[src/wgf_pkg.sv]
// shared types, constants and the max tree for the window gap-fill filter
`timescale 1ns / 1ps
`default_nettype none
package wgf_pkg;

   localparam int HALF_WINDOW = 5;
   localparam int SAMPLE_BITS = 16;
   localparam int DEPTH       = 2 * HALF_WINDOW;
   localparam int NCHAN       = 4;
   localparam int CHAN_BITS   = 16;
   localparam int DATA_BITS   = NCHAN * CHAN_BITS;
   localparam int IDX_BITS    = (DEPTH > 1) ? $clog2(DEPTH) : 1;
   localparam int SEEN_BITS   = $clog2(DEPTH + 1);
   localparam int CNT_BITS    = $clog2(HALF_WINDOW + 1);
   localparam int TREE_LEVELS = $clog2(HALF_WINDOW);
   localparam int TREE_LEAVES = 1 << TREE_LEVELS;

   typedef logic [SAMPLE_BITS-1:0]    sample_type;
   typedef sample_type [NCHAN-1:0]    row_type;
   typedef sample_type [HALF_WINDOW-1:0] half_type;

   typedef struct packed {
      logic valid;
      logic filt;
      logic last;
   } stage_ctl_type;

   // pairwise max tree, padded with zeros up to a power of two
   function automatic sample_type max_of_half(input half_type v);
      sample_type t [TREE_LEAVES];
      for (int i = 0; i < TREE_LEAVES; i++) begin
         t[i] = '0;
      end
      for (int i = 0; i < HALF_WINDOW; i++) begin
         t[i] = v[i];
      end
      for (int lvl = 0; lvl < TREE_LEVELS; lvl++) begin
         for (int i = 0; i < (TREE_LEAVES >> (lvl + 1)); i++) begin
            t[i] = (t[2*i] > t[2*i+1]) ? t[2*i] : t[2*i+1];
         end
      end
      return t[0];
   endfunction

endpackage
`default_nettype wire

[src/wgf_lane.sv]
// one channel lane: window maxima, registered, then min or pass-through
`timescale 1ns / 1ps
`default_nettype none
module wgf_lane (
   input  wire logic              clock,
   input  wire logic              load,
   input  wire wgf_pkg::half_type before_win,
   input  wire wgf_pkg::half_type after_win,
   input  wire wgf_pkg::sample_type pass_val,
   input  wire logic              filt,
   output wgf_pkg::sample_type    result
);
   import wgf_pkg::*;

   sample_type max_before_ff, max_before_in;
   sample_type max_after_ff, max_after_in;
   sample_type pass_ff;

   assign max_before_in = max_of_half(before_win);
   assign max_after_in  = max_of_half(after_win);

   always_ff @(posedge clock) begin
      if (load) begin
         max_before_ff <= max_before_in;
         max_after_ff  <= max_after_in;
         pass_ff       <= pass_val;
      end
   end

   always_comb begin
      if (filt) begin
         result = (max_after_ff > max_before_ff) ? max_before_ff : max_after_ff;
      end else begin
         result = pass_ff;
      end
   end

endmodule
`default_nettype wire

[src/wgf_merge.sv]
// output register that gathers the lane results into one transaction
`timescale 1ns / 1ps
`default_nettype none
module wgf_merge (
   input  wire logic                   clock,
   input  wire logic                   reset,
   input  wire wgf_pkg::stage_ctl_type stage,
   input  wire wgf_pkg::row_type       lane_res,
   output logic                        ready,
   output logic                        rsp_tvalid,
   input  wire logic                   rsp_tready,
   output logic [wgf_pkg::DATA_BITS-1:0] rsp_tdata, // out0, out1, out2, out3
   output logic                        rsp_tuser,  // was_filtered
   output logic                        rsp_tlast   // end_of_table
);
   import wgf_pkg::*;

   logic                 valid_ff, valid_in;
   logic [DATA_BITS-1:0] data_ff, data_in;
   logic                 user_ff;
   logic                 last_ff;
   logic                 load;

   assign ready = !valid_ff || rsp_tready;
   assign load  = stage.valid && ready;

   always_comb begin
      for (int c = 0; c < NCHAN; c++) begin
         data_in[c*CHAN_BITS +: CHAN_BITS] = CHAN_BITS'(lane_res[c]);
      end
      valid_in = ready ? stage.valid : valid_ff;
   end

   always_ff @(posedge clock) begin
      if (reset) begin
         valid_ff <= 1'b0;
      end else begin
         valid_ff <= valid_in;
      end
   end

   always_ff @(posedge clock) begin
      if (load) begin
         data_ff <= data_in;
         user_ff <= stage.filt;
         last_ff <= stage.last;
      end
   end

   assign rsp_tvalid = valid_ff;
   assign rsp_tdata  = data_ff;
   assign rsp_tuser  = user_ff;
   assign rsp_tlast  = last_ff;

endmodule
`default_nettype wire

[src/window_gap_fill_filter.sv]
// top level of the window gap-fill filter: row window, lanes and flush sequencer
`timescale 1ns / 1ps
`default_nettype none
// usage
// - req channel: one row per transaction, four 16-bit channel counts in tdata
//   (chan0 in the lowest bits), tlast marks the last row of a table
// - rsp channel: one output row per transaction, four channels in tdata,
//   tuser high when the row got the min of the two window maxima, tlast high on
//   the final row of the table
// - a row leaves HALF_WINDOW rows after it came in; the first HALF_WINDOW rows of a
//   table produce nothing until then
// - the row released by an accepted transaction passes the lane maxima register and
//   then the output register before it shows on rsp
// - throughput: one row per cycle unless rsp stalls or a flush runs; the window
//   shifts once per non-last row, and the lane max trees read the window registers
// - on the last row the window is frozen and the held rows are flushed oldest first,
//   one per cycle while rsp does not stall, ending with the last row itself;
//   req_tready stays low while that runs
// - tables of 2*HALF_WINDOW rows or fewer pass through unfiltered
// - reset (synchronous) empties the pipeline and starts a new table; window
//   contents are never read before they are written, so they are not cleared
// - a stalled rsp holds the output register; one row waits in the lane register
//   so req keeps flowing until both are full
module window_gap_fill_filter (
   input  wire logic                         clock,
   input  wire logic                         reset,
   input  wire logic                         req_tvalid,
   output logic                              req_tready,
   input  wire logic [wgf_pkg::DATA_BITS-1:0] req_tdata, // chan0, chan1, chan2, chan3
   input  wire logic                         req_tlast,  // final_row
   output logic                              rsp_tvalid,
   input  wire logic                         rsp_tready,
   output logic [wgf_pkg::DATA_BITS-1:0]     rsp_tdata,  // out0, out1, out2, out3
   output logic                              rsp_tuser,  // was_filtered
   output logic                              rsp_tlast   // end_of_table
);
   import wgf_pkg::*;

   // window_ff[d] holds the row taken d+1 transactions ago
   row_type window_ff [DEPTH];
   row_type window_in [DEPTH];
   row_type cur_ff, cur_in;
   row_type cur_row;
   row_type pass_row;
   row_type lane_res;

   logic [SEEN_BITS-1:0] seen_ff, seen_in;
   logic [CNT_BITS-1:0]  cnt_ff, cnt_in;
   logic [CNT_BITS-1:0]  start_cnt;
   logic [IDX_BITS-1:0]  flush_idx;
   logic                 flush_ff, flush_in;

   logic s1_valid_ff, s1_valid_in;
   logic s1_filt_ff, s1_filt_in;
   logic s1_last_ff, s1_last_in;

   logic          merge_ready;
   logic          s1_free;
   logic          accept;
   logic          gen_valid;
   stage_ctl_type stage;

   half_type before_col [NCHAN];
   half_type after_col  [NCHAN];

   // stage 1 can take a new row when empty or when it moves on this cycle
   assign s1_free    = !s1_valid_ff || merge_ready;
   assign req_tready = !flush_ff && s1_free;
   assign accept     = req_tvalid && req_tready;

   // a row is released on a transaction once half a window is held, and every
   // free cycle of a flush releases one held row
   assign gen_valid = (accept && (seen_ff >= SEEN_BITS'(HALF_WINDOW))) ||
                      (flush_ff && s1_free);

   assign start_cnt = (seen_ff < SEEN_BITS'(HALF_WINDOW - 1)) ?
                      CNT_BITS'(seen_ff) : CNT_BITS'(HALF_WINDOW - 1);
   assign flush_idx = IDX_BITS'(cnt_ff - CNT_BITS'(1));

   always_comb begin
      for (int c = 0; c < NCHAN; c++) begin
         cur_row[c] = SAMPLE_BITS'(req_tdata[c*CHAN_BITS +: CHAN_BITS]);
      end
   end

   // pass-through row: the delayed row, a held row during flush, or the last row
   always_comb begin
      if (!flush_ff) begin
         pass_row = window_ff[HALF_WINDOW-1];
      end else if (cnt_ff != '0) begin
         pass_row = window_ff[flush_idx];
      end else begin
         pass_row = cur_ff;
      end
   end

   // window columns for each lane
   for (genvar c = 0; c < NCHAN; c++) begin : g_col
      for (genvar k = 0; k < HALF_WINDOW; k++) begin : g_tap
         assign before_col[c][k] = window_ff[HALF_WINDOW + k][c];
         assign after_col[c][k]  = window_ff[k][c];
      end
   end

   always_comb begin
      window_in   = window_ff;
      cur_in      = cur_ff;
      seen_in     = seen_ff;
      cnt_in      = cnt_ff;
      flush_in    = flush_ff;
      s1_valid_in = s1_valid_ff;
      s1_filt_in  = s1_filt_ff;
      s1_last_in  = s1_last_ff;

      if (s1_free) begin
         s1_valid_in = gen_valid;
         s1_filt_in  = accept && (seen_ff >= SEEN_BITS'(DEPTH));
         s1_last_in  = flush_ff && (cnt_ff == '0);
      end

      if (accept) begin
         if (req_tlast) begin
            // freeze the window and start the flush
            flush_in = 1'b1;
            cnt_in   = start_cnt;
            cur_in   = cur_row;
         end else begin
            window_in[0] = cur_row;
            for (int d = 1; d < DEPTH; d++) begin
               window_in[d] = window_ff[d-1];
            end
            if (seen_ff < SEEN_BITS'(DEPTH)) begin
               seen_in = seen_ff + SEEN_BITS'(1);
            end
         end
      end else if (flush_ff && s1_free) begin
         if (cnt_ff == '0) begin
            flush_in = 1'b0;
            seen_in  = '0;
         end else begin
            cnt_in = cnt_ff - CNT_BITS'(1);
         end
      end
   end

   always_ff @(posedge clock) begin
      if (reset) begin
         seen_ff     <= '0;
         cnt_ff      <= '0;
         flush_ff    <= 1'b0;
         s1_valid_ff <= 1'b0;
         s1_filt_ff  <= 1'b0;
         s1_last_ff  <= 1'b0;
      end else begin
         seen_ff     <= seen_in;
         cnt_ff      <= cnt_in;
         flush_ff    <= flush_in;
         s1_valid_ff <= s1_valid_in;
         s1_filt_ff  <= s1_filt_in;
         s1_last_ff  <= s1_last_in;
      end
   end

   always_ff @(posedge clock) begin
      window_ff <= window_in;
      cur_ff    <= cur_in;
   end

   // one lane per channel
   for (genvar c = 0; c < NCHAN; c++) begin : g_lane
      wgf_lane u_lane (
         .clock      (clock),
         .load       (gen_valid),
         .before_win (before_col[c]),
         .after_win  (after_col[c]),
         .pass_val   (pass_row[c]),
         .filt       (s1_filt_ff),
         .result     (lane_res[c])
      );
   end

   assign stage.valid = s1_valid_ff;
   assign stage.filt  = s1_filt_ff;
   assign stage.last  = s1_last_ff;

   wgf_merge u_merge (
      .clock      (clock),
      .reset      (reset),
      .stage      (stage),
      .lane_res   (lane_res),
      .ready      (merge_ready),
      .rsp_tvalid (rsp_tvalid),
      .rsp_tready (rsp_tready),
      .rsp_tdata  (rsp_tdata),
      .rsp_tuser  (rsp_tuser),
      .rsp_tlast  (rsp_tlast)
   );

endmodule
`default_nettype wire

[config.mk]
export PLATFORM = sky130hd
export DESIGN_NAME = window_gap_fill_filter
export DESIGN_NICKNAME = d
export VERILOG_FILES = /design/src/wgf_pkg.sv /design/src/wgf_lane.sv /design/src/wgf_merge.sv /design/src/window_gap_fill_filter.sv
export SDC_FILE = /design/constraint.sdc
export NUM_CORES = 2
export LEC_CHECK = 0
export ABC_CLOCK_PERIOD_IN_PS = 29900
export BUFFER_PORTS_ARGS = -buffer_cell sky130_fd_sc_hd__buf_2
export CORE_MARGIN = 2
export CORE_UTILIZATION = 30
export CTS_CLUSTER_SIZE = 24
export DETAILED_ROUTE_END_ITERATION = 10
export GPL_ROUTABILITY_DRIVEN = 0
export PLACE_DENSITY = 0.51
export SKIP_LAST_GASP = 1
export SLEW_MARGIN = 15
export SYNTH_ARGS = -nofsm -noshare
export SYNTH_HDL_FRONTEND = slang
export SYNTH_SLANG_ARGS = --single-unit
[constraint.sdc]
create_clock -name clock -period 29.9 [get_ports clock]
set_clock_uncertainty 0.2 [all_clocks]
set_input_delay 1.495 -clock clock [delete_from_list [all_inputs] [get_ports clock]]
set_output_delay 1.495 -clock clock [all_outputs]
set_load 0.01 [all_outputs]
Word level (Yosys, flattened, before mapping)
Index checks and enable logic that the tools add are counted.
W data, S select, Z words.
{ "totals": {"register_bits": 974, "elab_cells": 229, "input_bits": 69, "output_inout_bits": 68} }
{ "op_classes": {"bitwise": 2, "addsub": 3, "order_cmp": 57, "n_eq_ne": 4, "reduce_logical": 22, "mux": 75} }
{ "ops": {"columns": ["operator", "n"], "rows": [
  ["$mux W16", 56],
  ["$gt A16 B16 Y1", 36],
  ["$bmux W64 S4", 1],
  ["$gt A16 B1 Y1 const B", 16],
  ["$mux W64", 4],
  ["$mux W4", 5],
  ["$mux W3", 5],
  ["$logic_and A1 B1 Y1", 7],
  ["$ne A2 B2 Y1 const B", 3],
  ["$reduce_and A3 Y1", 2],
  ["$ge A5 B5 Y1 const B", 1],
  ["$not A4 Y5", 1],
  ["$add A4 B1 Y4 const B", 1],
  ["$ge A4 B3 Y1 const B", 1],
  ["$ge A4 B4 Y1 const B", 1],
  ["$lt A4 B3 Y1 const B", 1],
  ["$lt A4 B4 Y1 const B", 1],
  ["$mux W1", 4],
  ["$reduce_and A2 Y1", 2],
  ["$reduce_and A4 Y1", 1],
  ["$reduce_bool A2 Y1", 2],
  ["$sub A3 B1 Y4 const B", 1],
  ["$logic_not A1 Y1", 3],
  ["$logic_not A3 Y1", 1],
  ["5 further kinds", 7]
]} }

Longest topological paths before layout
{ "logic_depth": {"depth_word": 7, "depth_mapped": 30, "ltp_nobuf": 24} }

Hierarchy
A second synthesis with hierarchy kept.
{ "unflattened": {"cells_unflattened": 5346, "hier_area_um2": 62776.5} }
{ "modules_own_cells": {"columns": ["mod", "instances", "area_each_um2", "cells_each", "seq_area_each_um2"], "rows": [
  ["window_gap_fill_filter", 1, 26639.3, 1245, 21360.5],
  ["wgf_lane (g_lane[0].u_lane ...)", 3, 8495.6, 1008, 1441.4],
  ["wgf_lane (g_lane[3].u_lane)", 1, 8613.3, 1006, 1441.4],
  ["wgf_merge", 1, 2037.0, 71, 2001.9]
]} }

Worst setup path before layout
Ideal clock, no wire load.
{ "synth_timing": {"kind": "in2reg", "startpoint": "input port rsp_tready", "endpoint": "register seen_ff[3]", "path_stages": 6, "setup_slack_ns": -1.006, "arrival_ns": 30.542, "setup_time_ns": 0.164, "n_path_buf": 0, "t_required_ns": 29.536, "cell_sequence": "and3b_1 > nor2_1 > nand2_1 > nor2_1 > a41oi_1 > nor3_1"} }
{ "synth_via": {"elab_chain_cells": 6, "elab_cells_between_ends": 11, "cone_classes": "eq/ne: 2; mux: 1; reduce/logical: 8"} }
{ "synth_rtl": {"columns": ["element", "line", "source"], "rows": [
  ["start: declaration", "window_gap_fill_filter.sv:32", "input wire logic rsp_tready,"],
  ["$logic_or A1 B1 Y1 (*)", "wgf_merge.sv:24", "assign ready = !valid_ff || rsp_tready;"],
  ["$logic_or A1 B1 Y1 (*)", "window_gap_fill_filter.sv:67", "assign s1_free = !s1_valid_ff || merge_ready;"],
  ["$logic_and A1 B1 Y1 (*)", "window_gap_fill_filter.sv:68", "assign req_tready = !flush_ff && s1_free;"],
  ["net req_tready", "window_gap_fill_filter.sv:28", "output logic req_tready,"],
  ["$logic_and A1 B1 Y1 (*)", "window_gap_fill_filter.sv:69", "assign accept = req_tvalid && req_tready;"],
  ["$ne A2 B1 Y1 (no source line) (tied with other cells)", null, null],
  ["$reduce_and A4 Y1 (no source line)", null, null],
  ["end signal: assignment", "window_gap_fill_filter.sv:155", "seen_ff <= seen_in;"],
  ["end: declaration", "window_gap_fill_filter.sv:47", "logic [SEEN_BITS-1:0] seen_ff, seen_in;"]
]} }
The timed path passes the listed nets; every way through them passes the cells marked *.
A chain may end at the register's enable or synchronous reset.

Final worst setup path
{ "layout_timing": {"startpoint": "register window_ff, in the netlist before_col[127]", "endpoint": "register g_lane[2].u_lane.max_before_ff[2], data pin"} }
{ "layout_via": {"elab_chain_cells": 6} }
{ "layout_rtl": {"columns": ["element", "line", "source"], "rows": [
  ["start: declaration", "window_gap_fill_filter.sv:40", "row_type window_ff [DEPTH];"],
  ["start signal: assignment", "window_gap_fill_filter.sv:165", "window_ff <= window_in;"],
  ["$gt A16 B16 Y1", "wgf_pkg.sv:39", "t[i] = (t[2*i] > t[2*i+1]) ? t[2*i] : t[2*i+1];"],
  ["$mux W16 (*)", "wgf_pkg.sv:39", null],
  ["$gt A16 B16 Y1", "wgf_pkg.sv:39", null],
  ["$mux W16 (*)", "wgf_pkg.sv:39", null],
  ["$gt A16 B16 Y1", "wgf_pkg.sv:39", null],
  ["$mux W16 (*)", "wgf_pkg.sv:39", null],
  ["net g_lane[2].u_lane.max_before_in[2]", "wgf_lane.sv:15", "sample_type max_before_ff, max_before_in;"],
  ["end signal: assignment", "wgf_lane.sv:24", "max_before_ff <= max_before_in;"],
  ["end: declaration", "wgf_lane.sv:15", null]
]} }
Marks and branches as above.

==> metrics.sh <==
GRT_REMAINING_OVERFLOW=0
CTS_SINKS=974
DESIGN.DIE.AREA_MM2=0.2018
YOSYS.CELL_TYPES.COUNT=79
CLOCK_TREE.BUFFER_DEPTH=3
FINALPOWER_uW=3983
CTS_BUFFERS=115
WIRELENGTH_MM=178.3
PLACEMENT.CELL_AREA_MM2=0.06289
R2R-END='g_lane[2].u_lane.max_before_ff[2]$_DFFE_PP_'
SLEW-LIMIT-HEADROOM=0.2113
DETAIL-ROUTE-ANTENNA-NETS=0
SYNTH_EDF_COUNT=962
CLOCK-ROOT-BUFFER='clkbuf_16'
GRT_PASS1_WL_MM=268.1
PATH_CELLS='ha_1 -> nand4_4 -> a2111oi_4 -> or3_1 -> a311oi_1 -> ha_1 -> nor2b_1 -> o211ai_1 -> a21oi_1 -> o31ai_1 -> a22o_1 -> mux2i_1 -> ha_1 -> and3_1 -> a221o_1 -> a221oi_1 -> o21ai_0 -> o31a_1 -> mux2_4'
SYNTH_CELLS=5039
DETAIL_ROUTE.VIAS_PER_CELL=5.243
HOLDCRITSTARTPOINT='before_col[60]$_DFFE_PP_'
SETUP_VIOLATIONS=0
RR_STARTPOINT='before_col[127]$_DFFE_PP_'
CLASS_OF_THE_TIGHTEST_HOLD_OR_REMOVAL_CHECK='register to register'
PLACE.DETAILED.INSTANCES=7628
AREA.GROWTH.SYNTH_TO_FINAL_PCT=12.06
BIGGEST_CELL_DELAY_ALONG_THE_CRITICAL_PATH_NS=1.07
MAXCAP_VIOLATIONS=0
STDCELL_COUNT=7840
LAUNCHING_ELEMENT_OF_THE_WORST_SETUP_PATH='before_col[127]$_DFFE_PP_'
PERIOD_MINUS_SLACK_NS=8.485
DETAIL_ROUTE.FIRST_PASS.ITERATIONS=5
YOSYSWARNINGCOUNT=0
DRTITER0DRC=3728
CTS_MAX_LEVEL=3
SYNTH_FF_TYPE='edfxtp_1'
IO_PINS=137
FINALNETCOUNT=5755
GRT_UTIL_ALL_LAYERS=0.1727
REGTOREGSETUPSLACK_NS=21.42
PLACEMENT.IO_BUFFERS=136
CTS_TREE='done'
TIGHTESTPINTRANSITION_NS=1.183
RR_WORST_DEPTH=19
CORE_MM2=0.1972
LAYOUT.CELL_AREA.NON_FILLER_MM2=0.06664
WORST_VOLTAGE_DROP_ACROSS_THE_VDD_GRID_V=0.00005320
INITIAL_CORE_UTILIZATION=0.3016
WHS_ENDPOINT='before_col[76]$_DFFE_PP_'
FLOORPLAN.DIE.HEIGHT_UM=449.2
RSZ0062_AT_GRT='false'
MAPPEDNETLISTNETS=5689
MAX_FREQ_MHz=117.9
POSTSYNTHREGISTERBITS=974
CTS-HOLD-FIX-BUFFERS=0
CELLLEAKAGEPOWER_uW=0.02629
DP_HPWL_MM=130.2
SYN-CELL-AREA_MM2=0.05947
END_KIND='register'
FINAL-MAX-SLEW-VIOLATION-COUNT=0
ANTENNA_FOUND_INITIAL=7
TIMING.CRITICAL_PATH.FANOUT_MAX=17
WORST-SETUP-PATH-TYPE='register to register'
POSTSYNTHAREAPERCELL_UM2=11.80
FINAL_UTIL=0.3379
POSTSYNTH.ASYNCRESETSHARE=0
CRITICAL_PATH_ARRIVAL_NS=8.74
GRT_PASS1_VIAS=40840
POST_DRT_WL_PER_CELL_UM=22.74
RESULT_OF_THE_RUN='complete, no violations'
WORSTSKEWPAIRLATENCY_NS=0.72
HOLD_PATH_DEPTH=0
CTSRESIZECOUNT=0
TIMING.FINAL.CRIT_SHARE=0.2838
FINALHOLDVIOLCOUNT=0
POST_CTS_BUFFERS=0
TIMING.CRITICAL_PATH.FROM_TYPE='register'
ROW_COUNT=163
CP_DOMINANT_CELL_BY_COUNT='ha_1'
DIE_W_UM=449.2
POWER-PER-CELL-AREA_mW_PER_MM2=59.76
ROUTED-VIA-COUNT=41110
GRT_MAX_DEGREE=166
WORST-ENDPOINT-REQUIRED_NS=30.16
LAYOUT-DRIVE-GT1-SHARE=0.1418
WORST_PATH_MAX_DELAY_CELL='a2111oi_4'
DRT_DRC=0
CLK_TRANSITION_REPORTED_PATHS_NS=0.06
TOTAL_NEGATIVE_SLACK_FOR_SETUP_CHECKS_NS=0
YOSYSSEQAREASHARE=0.4898
logic make-up (layout without fill, tap and decap cells):
family,count (synthesis),in the layout,share of synthesized area
other cells,0,2,0
mux,547,547,0.1219
xor+xnor,3,3,0.0004419
flops,974,974,0.4898
simple gates,1112,1112,0.09280
compound gates,959,959,0.1141
buf+inv,863,1022,0.05878
fa+ha+maj,581,581,0.1222
routing by layer:
layer	track usage	vias to the layer above	routed length (um)
met5	0	-	0
met4	0.04761	0	4993
met3	0.02259	225	8384
met2	0.2901	1057	85850
met1	0.2328	20580	79090
li1	-	19240	-
placed cells by master, fill, tap and decap left out, types with 14 or more instances in the layout:
cell | Yosys | routed
edfxtp_1 | 962 | 962
inv_1 | 616 | 616
ha_1 | 581 | 580
a21oi_1 | 359 | 359
nand2_1 | 346 | 345
mux2i_1 | 294 | 294
nand4_1 | 207 | 207
nor2_1 | 205 | 204
buf_2 | 41 | 136
o21ai_0 | 132 | 132
mux4_2 | 128 | 128
mux2_2 | 120 | 120
clkbuf_16 | 0 | 119
nor3_1 | 109 | 106
o211ai_1 | 104 | 104
nand3_1 | 85 | 85
buf_4 | 20 | 56
a311oi_1 | 54 | 54
or3_1 | 43 | 43
nor2b_1 | 39 | 38
a31oi_1 | 36 | 36
a21o_1 | 34 | 34
a211oi_1 | 33 | 33
a311oi_2 | 27 | 27
nor4_1 | 27 | 26
clkinv_1 | 0 | 25
clkinv_2 | 0 | 25
a32oi_1 | 16 | 16
clkbuf_1 | 137 | 15
o21ai_1 | 14 | 14
cells in the mapped netlist (14+ instances only):
| cell type | instances | area share |
|---|---|---|
| edfxtp_1 | 962 | 0.49 |
| inv_1 | 616 | 0.039 |
| ha_1 | 581 | 0.12 |
| a21oi_1 | 359 | 0.030 |
| nand2_1 | 346 | 0.022 |
| mux2i_1 | 294 | 0.049 |
| nand4_1 | 207 | 0.022 |
| nor2_1 | 205 | 0.013 |
| clkbuf_1 | 137 | 0.0086 |
| o21ai_0 | 132 | 0.011 |
| mux4_2 | 128 | 0.048 |
| mux2_2 | 120 | 0.023 |
| nor3_1 | 109 | 0.0092 |
| o211ai_1 | 104 | 0.013 |
| nand3_1 | 85 | 0.0072 |
| a311oi_1 | 54 | 0.0080 |
| or3_1 | 43 | 0.0045 |
| buf_2 | 41 | 0.0035 |
| nor2b_1 | 39 | 0.0041 |
| a31oi_1 | 36 | 0.0038 |
| a21o_1 | 34 | 0.0043 |
| a211oi_1 | 33 | 0.0042 |
| buf_1 | 32 | 0.0020 |
| a311oi_2 | 27 | 0.0068 |
| nor4_1 | 27 | 0.0028 |
| buf_4 | 20 | 0.0025 |
| a32oi_1 | 16 | 0.0024 |
| buf_6 | 15 | 0.0028 |
| o21ai_1 | 14 | 0.0012 |
flip-flops by register name (all words and copies together) (netlist names), 3 cells and up:
register / flops
g_lane.u_lane.max_after_ff: 64
g_lane.u_lane.max_before_ff: 64
cur_ff: 64
seen_ff: 4
after_col: 320
before_col: 320
cnt_ff: 3
u_merge.rsp_tdata: 64
g_lane.u_lane.pass_ff: 64
per-stage QoR:
step / worst slack, ns / hold slack, ns
after floorplan: 10.02 / 0.2086
after global placement: 21.29 / 0.2538
after detailed placement: 21.58 / 0.2625
after CTS: 21.53 / 0.2781
after global routing: 20.92 / 0.2909
final: 21.42 / 0.2796
layout make-up:
type / count / area (um^2)
Antenna cell: 2 / 5.005
Clock buffer: 134 / 3034
Clock inverter: 76 / 711.9
Fill cell: 19530 / 130600
Inverter: 616 / 2312
Multi-Input combinational cell: 3202 / 26950
Sequential cell: 974 / 29140
Tap cell: 2640 / 3303
Timing Repair Buffer: 196 / 1181
worst max path at each step:
| stage | end | slack, ns | cells after the start |
|---|---|---|---|
| after floorplan | seen_ff[3]$_SDFFE_PP0P_ | 10.02 | 6 |
| after global placement | g_lane[2].u_lane.max_after_ff[12]$_DFFE_PP_ | 21.29 | 22 |
| final | g_lane[2].u_lane.max_before_ff[2]$_DFFE_PP_ | 21.42 | 19 |
| after CTS | g_lane[2].u_lane.max_before_ff[2]$_DFFE_PP_ | 21.53 | 19 |
| after global routing | g_lane[2].u_lane.max_before_ff[6]$_DFFE_PP_ | 20.92 | 19 |
| after detailed placement | g_lane[2].u_lane.max_before_ff[2]$_DFFE_PP_ | 21.58 | 19 |
where the power goes:
group / leakage [uW] / total (uW) / switching [uW] / internal (uW)
clock: 0.00182 / 1430 / 595 / 831
combinational: 0.0154 / 881 / 532 / 350
sequential: 0.00904 / 1670 / 71.0 / 1600
critical path: cells and delay by family, from the launching register on:
kind | cells | cell delay (ns)
flops | 1 | 0.48
compound gates | 10 | 4.13
mux | 2 | 0.76
simple gates | 4 | 1.53
fa+ha+maj | 3 | 1.09
No activity file was read; power rests on OpenSTA's default activity.
